### src/rtl/bpe_pkg.sv
// ----------------------------------------------------------------------------
// bpe_pkg: shared types and constants of the barrier payoff evaluator
// Register map, product kinds, reset values and the stage record that
// travels from the operand stage to the yield stage.
// ----------------------------------------------------------------------------
package bpe_pkg;

  localparam int unsigned DATA_W    = 32;
  localparam int unsigned FRAC_BITS = 24;
  localparam int unsigned PROD_W    = 2 * DATA_W;
  localparam int unsigned SCALED_W  = PROD_W - FRAC_BITS;
  localparam int unsigned KIND_W    = 2;
  localparam int unsigned INDEX_W   = 3;

  localparam logic [DATA_W-1:0] ONE_Q24 = 32'h0100_0000;
  localparam logic [DATA_W-1:0] SAT_MAX = 32'hFFFF_FFFF;

  typedef enum logic [KIND_W-1:0] {
    KIND_TWO_WAY = 2'd0,
    KIND_LONG    = 2'd1,
    KIND_SHORT   = 2'd2
  } kind_t;

  typedef enum logic [INDEX_W-1:0] {
    REG_PRODUCT_KIND  = 3'd0,
    REG_UPPER_BARRIER = 3'd1,
    REG_LOWER_BARRIER = 3'd2,
    REG_BASE_RATE     = 3'd3,
    REG_FLOOR_RATE    = 3'd4,
    REG_REBATE        = 3'd5,
    REG_PARTICIPATION = 3'd6
  } reg_index_t;

  localparam logic [KIND_W-1:0] RST_PRODUCT_KIND  = 2'd0;
  localparam logic [DATA_W-1:0] RST_UPPER_BARRIER = 32'hFFFF_FFFF;
  localparam logic [DATA_W-1:0] RST_LOWER_BARRIER = 32'd0;
  localparam logic [DATA_W-1:0] RST_BASE_RATE     = 32'd310379;
  localparam logic [DATA_W-1:0] RST_FLOOR_RATE    = 32'd276824;
  localparam logic [DATA_W-1:0] RST_REBATE        = 32'd0;
  localparam logic [DATA_W-1:0] RST_PARTICIPATION = 32'd1681072;

  typedef struct packed {
    logic [KIND_W-1:0] product_kind;
    logic [DATA_W-1:0] upper_barrier;
    logic [DATA_W-1:0] lower_barrier;
    logic [DATA_W-1:0] base_rate;
    logic [DATA_W-1:0] two_way_floor_rate;
    logic [DATA_W-1:0] knocked_rebate;
    logic [DATA_W-1:0] participation;
  } cfg_t;

  // Operand stage to yield stage: one finished path, product already taken
  typedef struct packed {
    logic                valid;
    logic                knocked;
    logic [DATA_W-1:0]   base;
    logic [SCALED_W-1:0] scaled;
  } stage_t;

endpackage

### src/rtl/bpe_if.sv
// ----------------------------------------------------------------------------
// bpe_if: valid/ready channels of the barrier payoff evaluator
// Price channel toward the block and yield channel out of it.
// ----------------------------------------------------------------------------
interface bpe_price_if;
  logic                        valid;
  logic                        ready;
  logic [bpe_pkg::DATA_W-1:0]  price;
  logic                        last_step;

  modport source (output valid, price, last_step, input ready);
  modport sink   (input valid, price, last_step, output ready);
endinterface

interface bpe_yield_if;
  logic                        valid;
  logic                        ready;
  logic [bpe_pkg::DATA_W-1:0]  path_yield;
  logic                        was_knocked;

  modport source (output valid, path_yield, was_knocked, input ready);
  modport sink   (input valid, path_yield, was_knocked, output ready);
endinterface

### src/rtl/barrier_payoff_evaluator_unit.sv
// ----------------------------------------------------------------------------
// barrier_payoff_evaluator_unit: knock-out barrier option payoff per path
// Streams path prices and emits one yield per finished path.
// ----------------------------------------------------------------------------
// Usage:
//   sample carries one price per transaction in time order; last_step marks
//   the final price of a path. result carries one transaction per finished
//   path: the saturated Q8.24 yield and whether the path was knocked out.
//   Unmarked prices produce no result and only update the knock-out flag.
//   Throughput: one price per cycle while result is not stalled, set by the
//   three-register pipeline (price register, product register, result
//   register) that moves as one.
//   When result is stalled the whole pipeline holds and sample.ready drops;
//   while the result register is empty sample.ready stays high.
//   Reset clears the pipeline, the knock-out flag and the configuration
//   registers to their defaults. Write configuration through cfg_write,
//   cfg_index and cfg_data only while no path is in flight; indexes past
//   the register list are ignored.
// ----------------------------------------------------------------------------
module barrier_payoff_evaluator_unit (
  input  logic                        clk,
  input  logic                        rst,
  input  logic                        cfg_write,
  input  logic [bpe_pkg::INDEX_W-1:0] cfg_index,
  input  logic [bpe_pkg::DATA_W-1:0]  cfg_data,
  bpe_price_if.sink                   sample,
  bpe_yield_if.source                 result
);

  bpe_pkg::cfg_t   cfg;
  bpe_pkg::stage_t mid;
  logic            advance;

  always_ff @(posedge clk) begin
    if (rst) begin
      cfg.product_kind       <= bpe_pkg::RST_PRODUCT_KIND;
      cfg.upper_barrier      <= bpe_pkg::RST_UPPER_BARRIER;
      cfg.lower_barrier      <= bpe_pkg::RST_LOWER_BARRIER;
      cfg.base_rate          <= bpe_pkg::RST_BASE_RATE;
      cfg.two_way_floor_rate <= bpe_pkg::RST_FLOOR_RATE;
      cfg.knocked_rebate     <= bpe_pkg::RST_REBATE;
      cfg.participation      <= bpe_pkg::RST_PARTICIPATION;
    end else if (cfg_write) begin
      unique case (bpe_pkg::reg_index_t'(cfg_index))
        bpe_pkg::REG_PRODUCT_KIND:  cfg.product_kind <= cfg_data[bpe_pkg::KIND_W-1:0];
        bpe_pkg::REG_UPPER_BARRIER: cfg.upper_barrier      <= cfg_data;
        bpe_pkg::REG_LOWER_BARRIER: cfg.lower_barrier      <= cfg_data;
        bpe_pkg::REG_BASE_RATE:     cfg.base_rate          <= cfg_data;
        bpe_pkg::REG_FLOOR_RATE:    cfg.two_way_floor_rate <= cfg_data;
        bpe_pkg::REG_REBATE:        cfg.knocked_rebate     <= cfg_data;
        bpe_pkg::REG_PARTICIPATION: cfg.participation      <= cfg_data;
        default: ;
      endcase
    end
  end

  // advance the whole pipeline whenever the result register can take data
  assign advance      = !result.valid || result.ready;
  assign sample.ready = advance;

  bpe_front u_front (
    .clk       (clk),
    .rst       (rst),
    .advance   (advance),
    .take      (sample.valid),
    .price     (sample.price),
    .last_step (sample.last_step),
    .cfg       (cfg),
    .stage     (mid)
  );

  bpe_back u_back (
    .clk         (clk),
    .rst         (rst),
    .advance     (advance),
    .stage       (mid),
    .valid       (result.valid),
    .path_yield  (result.path_yield),
    .was_knocked (result.was_knocked)
  );

  a_ready_when_empty: assert property (@(posedge clk) disable iff (rst)
    !result.valid |-> sample.ready)
    else $error("sample stalled while result register is empty");

  a_mid_reaches_output: assert property (@(posedge clk) disable iff (rst)
    (mid.valid && advance) |=> result.valid)
    else $error("finished path lost between product and result register");

  a_idle_after_reset: assert property (@(posedge clk)
    $past(rst) |-> (!result.valid && !mid.valid))
    else $error("pipeline not empty after reset");

endmodule

### src/rtl/bpe_front.sv
// ----------------------------------------------------------------------------
// bpe_front: price register, knock-out flag and scaled-difference stage
// Compares each price with the barriers, keeps the sticky flag, picks the
// base yield and the difference, and registers participation * difference.
// ----------------------------------------------------------------------------
module bpe_front (
  input  logic                       clk,
  input  logic                       rst,
  input  logic                       advance,
  input  logic                       take,
  input  logic [bpe_pkg::DATA_W-1:0] price,
  input  logic                       last_step,
  input  bpe_pkg::cfg_t              cfg,
  output bpe_pkg::stage_t            stage
);

  logic                         a_valid;
  logic [bpe_pkg::DATA_W-1:0]   a_price;
  logic                         a_last;
  logic                         knock_flag;

  logic                         above;
  logic                         below;
  logic                         hit;
  logic                         flag_now;
  logic                         fixed;
  logic [bpe_pkg::DATA_W-1:0]   base;
  logic [bpe_pkg::DATA_W-1:0]   diff;
  logic [bpe_pkg::PROD_W-1:0]   product;
  bpe_pkg::stage_t              stage_next;

  always_comb begin
    above = a_price > cfg.upper_barrier;
    below = a_price < cfg.lower_barrier;
    hit   = 1'b0;
    fixed = 1'b0;
    base  = cfg.base_rate;
    diff  = '0;

    unique case (bpe_pkg::kind_t'(cfg.product_kind))
      bpe_pkg::KIND_TWO_WAY: hit = above | below;
      bpe_pkg::KIND_LONG:    hit = above;
      default:               hit = below;
    endcase

    flag_now = knock_flag | hit;

    unique case (bpe_pkg::kind_t'(cfg.product_kind))
      bpe_pkg::KIND_TWO_WAY: begin
        if (flag_now) begin
          fixed = 1'b1;
          base  = cfg.base_rate;
        end else begin
          base = cfg.two_way_floor_rate;
          diff = (a_price >= bpe_pkg::ONE_Q24) ? a_price - bpe_pkg::ONE_Q24
                                               : bpe_pkg::ONE_Q24 - a_price;
        end
      end
      bpe_pkg::KIND_LONG: begin
        if (flag_now) begin
          fixed = 1'b1;
          base  = cfg.knocked_rebate;
        end else if (below) begin
          fixed = 1'b1;
        end else begin
          diff = a_price - cfg.lower_barrier;
        end
      end
      default: begin
        // unused kind code behaves as one-way short
        if (flag_now) begin
          fixed = 1'b1;
          base  = cfg.knocked_rebate;
        end else if (above) begin
          fixed = 1'b1;
        end else begin
          diff = cfg.upper_barrier - a_price;
        end
      end
    endcase

    product = {{bpe_pkg::DATA_W{1'b0}}, cfg.participation}
            * {{bpe_pkg::DATA_W{1'b0}}, diff};

    stage_next.valid   = a_valid & a_last;
    stage_next.knocked = flag_now;
    stage_next.base    = base;
    stage_next.scaled  = fixed ? '0 : product[bpe_pkg::PROD_W-1:bpe_pkg::FRAC_BITS];
  end

  always_ff @(posedge clk) begin
    if (rst) begin
      a_valid     <= 1'b0;
      knock_flag  <= 1'b0;
      stage.valid <= 1'b0;
    end else if (advance) begin
      a_valid <= take;
      a_price <= price;
      a_last  <= last_step;
      // clear at the end of a path, otherwise accumulate
      if (a_valid) begin
        knock_flag <= a_last ? 1'b0 : flag_now;
      end
      stage <= stage_next;
    end
  end

endmodule

### src/rtl/bpe_back.sv
// ----------------------------------------------------------------------------
// bpe_back: saturating add and result register
// Adds the base yield to the scaled product and clamps at full scale.
// ----------------------------------------------------------------------------
module bpe_back (
  input  logic                       clk,
  input  logic                       rst,
  input  logic                       advance,
  input  bpe_pkg::stage_t            stage,
  output logic                       valid,
  output logic [bpe_pkg::DATA_W-1:0] path_yield,
  output logic                       was_knocked
);

  localparam int unsigned SUM_W = bpe_pkg::SCALED_W + 1;

  logic [SUM_W-1:0]            sum;
  logic [bpe_pkg::DATA_W-1:0]  yield_next;

  always_comb begin
    sum = {{(SUM_W - bpe_pkg::DATA_W){1'b0}}, stage.base}
        + {1'b0, stage.scaled};
    yield_next = (|sum[SUM_W-1:bpe_pkg::DATA_W]) ? bpe_pkg::SAT_MAX
                                                 : sum[bpe_pkg::DATA_W-1:0];
  end

  always_ff @(posedge clk) begin
    if (rst) begin
      valid <= 1'b0;
    end else if (advance) begin
      valid       <= stage.valid;
      path_yield  <= yield_next;
      was_knocked <= stage.knocked;
    end
  end

endmodule
### src/flat_wrapper.sv
// flat-port wrapper written by rule: the top's interface ports become plain ports
module barrier_payoff_evaluator_unit_flat 
  (clk, rst, cfg_write, cfg_index, cfg_data, sample_valid, sample_price, sample_last_step, sample_ready, result_valid, result_path_yield, result_was_knocked, result_ready);
  bpe_price_if sample_i ();
  bpe_yield_if result_i ();
  input  logic clk;
  input  logic rst;
  input  logic cfg_write;
  input  logic [bpe_pkg::INDEX_W-1:0] cfg_index;
  input  logic [bpe_pkg::DATA_W-1:0] cfg_data;
  input wire logic [$bits(sample_i.valid)-1:0] sample_valid;
  input wire logic [$bits(sample_i.price)-1:0] sample_price;
  input wire logic [$bits(sample_i.last_step)-1:0] sample_last_step;
  output wire logic [$bits(sample_i.ready)-1:0] sample_ready;
  output wire logic [$bits(result_i.valid)-1:0] result_valid;
  output wire logic [$bits(result_i.path_yield)-1:0] result_path_yield;
  output wire logic [$bits(result_i.was_knocked)-1:0] result_was_knocked;
  input wire logic [$bits(result_i.ready)-1:0] result_ready;
  assign sample_i.valid = sample_valid;
  assign sample_i.price = sample_price;
  assign sample_i.last_step = sample_last_step;
  assign sample_ready = sample_i.ready;
  assign result_valid = result_i.valid;
  assign result_path_yield = result_i.path_yield;
  assign result_was_knocked = result_i.was_knocked;
  assign result_i.ready = result_ready;
  barrier_payoff_evaluator_unit u_core (.clk(clk), .rst(rst), .cfg_write(cfg_write), .cfg_index(cfg_index), .cfg_data(cfg_data), .sample(sample_i), .result(result_i));
endmodule
### config.mk
export PLATFORM = sky130hd
export DESIGN_NAME = barrier_payoff_evaluator_unit_flat
export DESIGN_NICKNAME = d
export VERILOG_FILES = /design/src/rtl/bpe_pkg.sv /design/src/rtl/bpe_if.sv /design/src/rtl/barrier_payoff_evaluator_unit.sv /design/src/rtl/bpe_front.sv /design/src/rtl/bpe_back.sv /design/src/flat_wrapper.sv
export SDC_FILE = /design/constraint.sdc
export NUM_CORES = 2
export LEC_CHECK = 0
export ABC_AREA = 0
export BUFFER_PORTS_ARGS = -buffer_cell sky130_fd_sc_hd__buf_2
export CAP_MARGIN = 15
export CORE_UTILIZATION = 28
export CTS_CLUSTER_SIZE = 8
export DETAILED_ROUTE_END_ITERATION = 10
export PLACE_DENSITY = 0.52
export SKIP_LAST_GASP = 1
export SLEW_MARGIN = 10
export SYNTH_ARGS = -nofsm -noshare
export SYNTH_HDL_FRONTEND = slang
export SYNTH_SLANG_ARGS = --single-unit
### constraint.sdc
create_clock -name clk -period 10.6 [get_ports clk]
set_clock_uncertainty 0.05 [all_clocks]
set_input_delay 1.06 -clock clk [delete_from_list [all_inputs] [get_ports clk]]
set_output_delay 1.06 -clock clk [all_outputs]
set_load 0.02 [all_outputs]
# After elaboration in Yosys (flattened, before gate mapping)
# Index checks and enable logic that the tools add are counted.
# W data, S select, Z words.
dict set report totals {
  regBits 337
  out_inout_bits 35
  inputBits 73
}
dict set report op_classes {
  n_eq_ne 7
  addsub 5
  mux 18
  multipliers 1
  reduce_logical 14
  n_lt_le_gt_ge 3
  bitwise_logic 4
}
# op n
set ops {}
lappend ops {{$mux W32} 9}
lappend ops {{$mul A32 B32 Y64} 1}
lappend ops {{$pmux W32 S2} 1}
lappend ops {{$sub A32 B32 Y32} 2}
lappend ops {{$add A32 B40 Y41} 1}
lappend ops {{$ge A32 B25 Y1 const B} 1}
lappend ops {{$gt A32 B32 Y1} 1}
lappend ops {{$lt A32 B32 Y1} 1}
lappend ops {{$sub A25 B32 Y32 const A} 1}
lappend ops {{$sub A32 B25 Y32 const B} 1}
lappend ops {{$reduce_and A2 Y1} 9}
lappend ops {{$eq A3 B3 Y1 const B} 3}
lappend ops {{$reduce_or A9 Y1} 1}
lappend ops {{$eq A3 B2 Y1 const B} 2}
lappend ops {{$mux W1} 6}
lappend ops {{$pmux W1 S2} 2}
lappend ops {{$eq A3 B1 Y1 const B} 1}
lappend ops {{$logic_not A3 Y1} 1}
lappend ops {{$eq A2 B1 Y1 const B} 1}
lappend ops {{$logic_not A2 Y1} 1}
lappend ops {{$or A1 B1 Y1} 2}
lappend ops {{$and A1 B1 Y1} 1}
lappend ops {{$logic_not A1 Y1} 1}
lappend ops {{$logic_or A1 B1 Y1} 1}
lappend ops {{$not A1 Y1} 1}

# Depth between registers and ports, before layout
dict set report logic_depth {
  word_depth 7
  depth_mapped 46
  depth_no_buf 45
}

# Modules after synthesis
# Synthesis repeated with hierarchy kept, for this count alone.
dict set report unflattened {
  hier_cells 6174
  area_unflattened_um2 55250.5
}
# mod cells_each seq_area_each_um2 n_inst area_per_inst_um2
set by_module_without_submodules {}
lappend by_module_without_submodules {bpe_front 5059 3243.1 1 43915.9}
lappend by_module_without_submodules {barrier_payoff_evaluator_unit 704 3883.7 1 7534.7}
lappend by_module_without_submodules {bpe_back 411 1011.0 1 3799.9}

# Worst setup path after synthesis
# Ideal clock, no wire load.
dict set report synth_timing {
  kind {register -> register}
  from {reg u_core.u_front.a_price[0] (netlist name)}
  to {reg, netlist name u_core.u_front.stage[39]}
  t_required_ns 10.290
  path_stages_with_launch 42
  path_buffers 4
  period_less_slack_ns 10.345
  setup_ns 0.260
  setup_slack_ns 0.255
  t_arrival_ns 10.035
  cell_sequence {edfxtp_1 -> inv_1 -> ha_1 -> inv_1 -> fa_1 -> a211oi_2 -> o21ai_1 -> a221oi_4 -> a2111oi_4 -> or2_1 -> buf_2 -> nand2_1 -> buf_2 -> o22ai_1 -> a22oi_1 -> clkbuf_1 -> nor2b_1 -> fa_1 -> (+6 left out) -> fa_1 -> fa_1 -> inv_1 -> fa_1 -> inv_1 -> ha_1 -> clkbuf_1 -> nand4_1 -> nor4_1 -> o211ai_1 -> or3_1 -> o22ai_2 -> o21a_4 -> o31a_4 -> a21oi_2 -> o31ai_2 -> mux2i_1 -> nand3_1}
}
dict set report synth_via {
  elab_chain_cells 7
  elab_cells_between_ends 24
}
# element line
set synth_lines {}
lappend synth_lines {{from (decl)} bpe_front.sv:18} ;# logic [bpe_pkg::DATA_W-1:0] a_price;
lappend synth_lines {{from (signal assigned)} bpe_front.sv:98} ;# a_price <= price;
lappend synth_lines {{$gt A32 B32 Y1 / $lt A32 B32 Y1 (equally long branches)} {bpe_front.sv:33, bpe_front.sv:34}}
lappend synth_lines {{$or A1 B1 Y1} bpe_front.sv:41} ;# bpe_pkg::KIND_TWO_WAY: hit = above | below;
lappend synth_lines {{$pmux W1 S2} bpe_front.sv:40} ;# unique case (bpe_pkg::kind_t'(cfg.product_kind))
lappend synth_lines {{$or A1 B1 Y1} bpe_front.sv:46} ;# flag_now = knock_flag | hit;
lappend synth_lines {{$mux W32 (on tied branches)} {bpe_front.sv:71, bpe_front.sv:50, bpe_front.sv:60}}
lappend synth_lines {{$pmux W32 S2} bpe_front.sv:48} ;# unique case (bpe_pkg::kind_t'(cfg.product_kind))
lappend synth_lines {{$mul A32 B32 Y64} bpe_front.sv:83} ;# * {{bpe_pkg::DATA_W{1'b0}}, diff};
# Several ways; a longest one is shown, not always the timed one.
# A chain may end at the register's enable or synchronous reset.

# Worst setup path in the final report
dict set report layout_timing {
  from {reg u_core.u_front.a_price[10] (netlist name)}
  to {reg, netlist name u_core.u_front.stage[32]}
}
dict set report layout_via {
  elab_chain_cells 7
  elab_cells_between_ends 24
}
# element line
set layout_lines {}
lappend layout_lines {{$gt A32 B32 Y1 / $lt A32 B32 Y1 (equally long branches)} {bpe_front.sv:33, bpe_front.sv:34}}
lappend layout_lines {{$or A1 B1 Y1} bpe_front.sv:41}
lappend layout_lines {{$pmux W1 S2} bpe_front.sv:40}
lappend layout_lines {{$or A1 B1 Y1} bpe_front.sv:46}
lappend layout_lines {{$mux W32 (on tied branches)} {bpe_front.sv:71, bpe_front.sv:50, bpe_front.sv:60}}
lappend layout_lines {{$pmux W32 S2} bpe_front.sv:48}
lappend layout_lines {{$mul A32 B32 Y64} bpe_front.sv:83}
# Several ways; a longest one is shown, not always the timed one.

==> impl_metrics.env <==
export IMPL_status="complete, but fails checks"
export IMPL_violations="negative setup slack"
export IMPL_rows=157
export IMPL_wl_um=178000
export IMPL_dp_cells=8773
export IMPL_overflow=0
export IMPL_clkLatencyLatePin_ps=620
export IMPL_r2r_setup_slack_ps=-30
export IMPL_synth_edff_count=139
export IMPL_grt_pass1_vias=44636
export IMPL_clock_path_buffers=3
export IMPL_max_freq_mhz=94.1
export IMPL_ys_async_sr_fraction=0
export IMPL_synth_flop_cell="dfxtp_1"
export IMPL_netlist_area_leader_share=0.346
export IMPL_antenna_left=0
export IMPL_path_class="reg -> reg"
export IMPL_initial_core_util=0.283
export IMPL_pin_count=108
export IMPL_timing_final_crit_period_ps=10630
export IMPL_root_buffer="clkbuf_16"
export IMPL_antenna_found_initial=9
export IMPL_period_share=1.00
export IMPL_layout_common_cells="inv_1 (1,026), nand2_1 (902), fa_1 (858)"
export IMPL_ys_types=100
export IMPL_portBuffers=107
export IMPL_rsz0062_at_grt="yes"
export IMPL_fin_cells=8913
export IMPL_min_from="u_core.cfg[118]"
export IMPL_hold_viol=0
export IMPL_fin_hold_ws_ps=402
export IMPL_reg2reg_depth=43
export IMPL_via_per_inst=4.78
export IMPL_powerDensity_mw_per_mm2=346
export IMPL_syn_area_mm2=0.0520
export IMPL_drc_errors=0
export IMPL_die_height_um=433
export IMPL_core_mm2=0.184
export IMPL_syn_num_nets=7270
export IMPL_hpwlAfterDp_um=140000
export IMPL_grtUsageTotal=0.190
export IMPL_crit_arrival_ps=11030
export IMPL_grt_pass1_wl_um=273000
export IMPL_cap_violations=0
export IMPL_setup_viol=2
export IMPL_synth_cells=5939
export IMPL_yosysWarnings=0
export IMPL_synth_seq_cells=337
export IMPL_synthTopCellsByArea="fa_1 (35%), ha_1 (8.7%), edfxtp_1 (8.0%)"
export IMPL_syn2layout_area_growth_pct=21.1
export IMPL_r2r_end="u_core.u_front.stage[32]"
export IMPL_vias=42634
export IMPL_cp_end_kind="register"
export IMPL_cts_tree="done"
export IMPL_yosysTopAreaCell="fa_1"
export IMPL_crit_fanout=7
export IMPL_cts_made_buffers=49
export IMPL_grt_max_degree=132
export IMPL_postSynthAreaPerCell_um2=8.76
export IMPL_p_leak_uw=0.0291
export IMPL_worst_slack_ps=-30.4
export IMPL_r2r_start="u_core.u_front.a_price[10]"
export IMPL_gp_congestion=0.921
export IMPL_finalNetCount=7744
export IMPL_min_to="u_core.cfg[118]"
export IMPL_die_w_um=433
export IMPL_crit_top_cell="fa_1"
export IMPL_hp_class="reg -> reg"
export IMPL_critPathSlowestCell="fa_2"
export IMPL_avgRoutedWirePerCell_um=19.9
export IMPL_place_ws_ps=-510
export IMPL_relSlewSlack=0.146
export IMPL_drt_iter0_drc=2585
export IMPL_hold_buffers=0
export IMPL_design_die_area_mm2=0.188
export IMPL_ir_worst_vdd_mv=1.08
export IMPL_slowest_delay_ps=590
export IMPL_clkTransAtPathRegs_ps=50
export IMPL_final_common_cell="inv_1"
export IMPL_synth_seq_area_share=0.156
export IMPL_crit_path_start_kind="register"
export IMPL_hold_path_depth=2
export IMPL_crit_required_ps=11000
export IMPL_htreeDepth=2
export IMPL_cts_sinks=337
export IMPL_finalSetupTns_ps=-34.4
export IMPL_fillerInstances=19094
export IMPL_maxSlewViolCount=0
export IMPL_drive_gt1_frac=0.173
export IMPL_firstDrtPassIters=5
export IMPL_tightest_slew_ps=1280
[cells in the mapped netlist, types with 92 or more instances]
master    instances
nor2_1          212
a21o_1           95
inv_1          1042
nand3_1         118
and2_1          443
ha_1            360
and3_1           92
dfxtp_1         198
nand2_1         916
fa_1            898
clkbuf_1        291
edfxtp_1        139
a21oi_1         318
[registers in the layout, summed over array words and instances (netlist names)]
name / flops
u_core.u_front.knock_flag: 1
u_core.u_front.a_last: 1
u_core.u_front.a_valid: 1
u_core.cfg: 194
u_core.u_front.stage: 74
u_core.u_back.path_yield: 32
u_core.u_back.was_knocked: 1
u_core.u_back.valid: 1
u_core.u_front.a_price: 32
[critical path: cells and delay by family, from the launching register on]
kind / cells / cell delay, ps
compound gates: 10 / 1670
fa+ha+maj: 10 / 4710
buf+inv: 11 / 1370
flops: 1 / 480
simple gates: 12 / 2180
[metal layers]
layer	part of all wire	up-vias	track usage
li1	-	19475	-
met1	0.44	21863	0.254
met2	0.49	1090	0.328
met3	0.046	204	0.0150
met4	0.032	2	0.0500
met5	0.000073	-	0
[timing repair]
action / CTS / global route
cloned: 1 / 3
pin swaps: 68 / 138
endpoints found under the setup margin: 28 / 35
resized for setup: 116 / 203
setup buffers: 24 / 32
[worst max-delay path by stage]
stage | slack, ps | start | endpoint
floorplan | 250 | u_core.u_front.a_price[0] | u_core.u_front.stage[39]
global placement | -460 | u_core.u_front.a_price[1] | u_core.u_front.stage[21]
detailed placement | -510 | u_core.u_front.a_price[0] | u_core.u_front.stage[39]
CTS | -50 | u_core.u_front.a_price[0] | u_core.u_front.stage[32]
global route | -400 | u_core.u_front.a_price[9] | u_core.u_front.stage[31]
finish | -30 | u_core.u_front.a_price[10] | u_core.u_front.stage[32]
[report_power, final]
| part | switching [uW] | internal (uW) | leakage, uW | total [uW] |
|---|---|---|---|---|
| Combinational | 9880 | 8680 | 0.0255 | 18600 |
| Clock | 628 | 892 | 0.000697 | 1520 |
| Sequential | 92.2 | 1610 | 0.00288 | 1700 |
| Total | 10600 | 11200 | 0.0291 | 21800 |
[cell families (layout without fill, tap and decap cells)]
logic type | count (synthesis) | count (layout) | synth area share
compound gates | 752 | 752 | 0.0910
xor+xnor | 141 | 141 | 0.0237
fa+ha+maj | 1258 | 1258 | 0.432
buf+inv | 1367 | 1876 | 0.0994
flops | 337 | 337 | 0.156
mux | 6 | 6 | 0.00125
other cells | 0 | 1 | 0
simple gates | 2078 | 2078 | 0.196
[metrics by stage]
| step | utilization | power (uW) | instance area, um^2 |
|---|---|---|---|
| 3_5_place_dp | 0.324 | 18000 | 59500 |
| 6_report | 0.343 | 21800 | 63000 |
| 3_3_place_gp | 0.324 | 18000 | 59500 |
| 2_1_floorplan | - | 11000 | 52000 |
| 5_1_grt | 0.343 | 23800 | 63000 |
| 4_1_cts | 0.336 | 20300 | 61800 |
[area by class of cell]
| cell class | instances | area, um^2 | area share |
|---|---|---|---|
| antenna | 1 | 2.50 | 0.0000397 |
| clock buffer | 82 | 1390 | 0.0221 |
| clock inverter | 4 | 73.8 | 0.00117 |
| inverter | 1044 | 3920 | 0.0622 |
| multi-input combinational | 4235 | 40300 | 0.639 |
| sequential | 337 | 8140 | 0.129 |
| tap | 2464 | 3080 | 0.0489 |
| timing repair buffer | 746 | 6130 | 0.0973 |
Power figures use the tool's default switching activity.
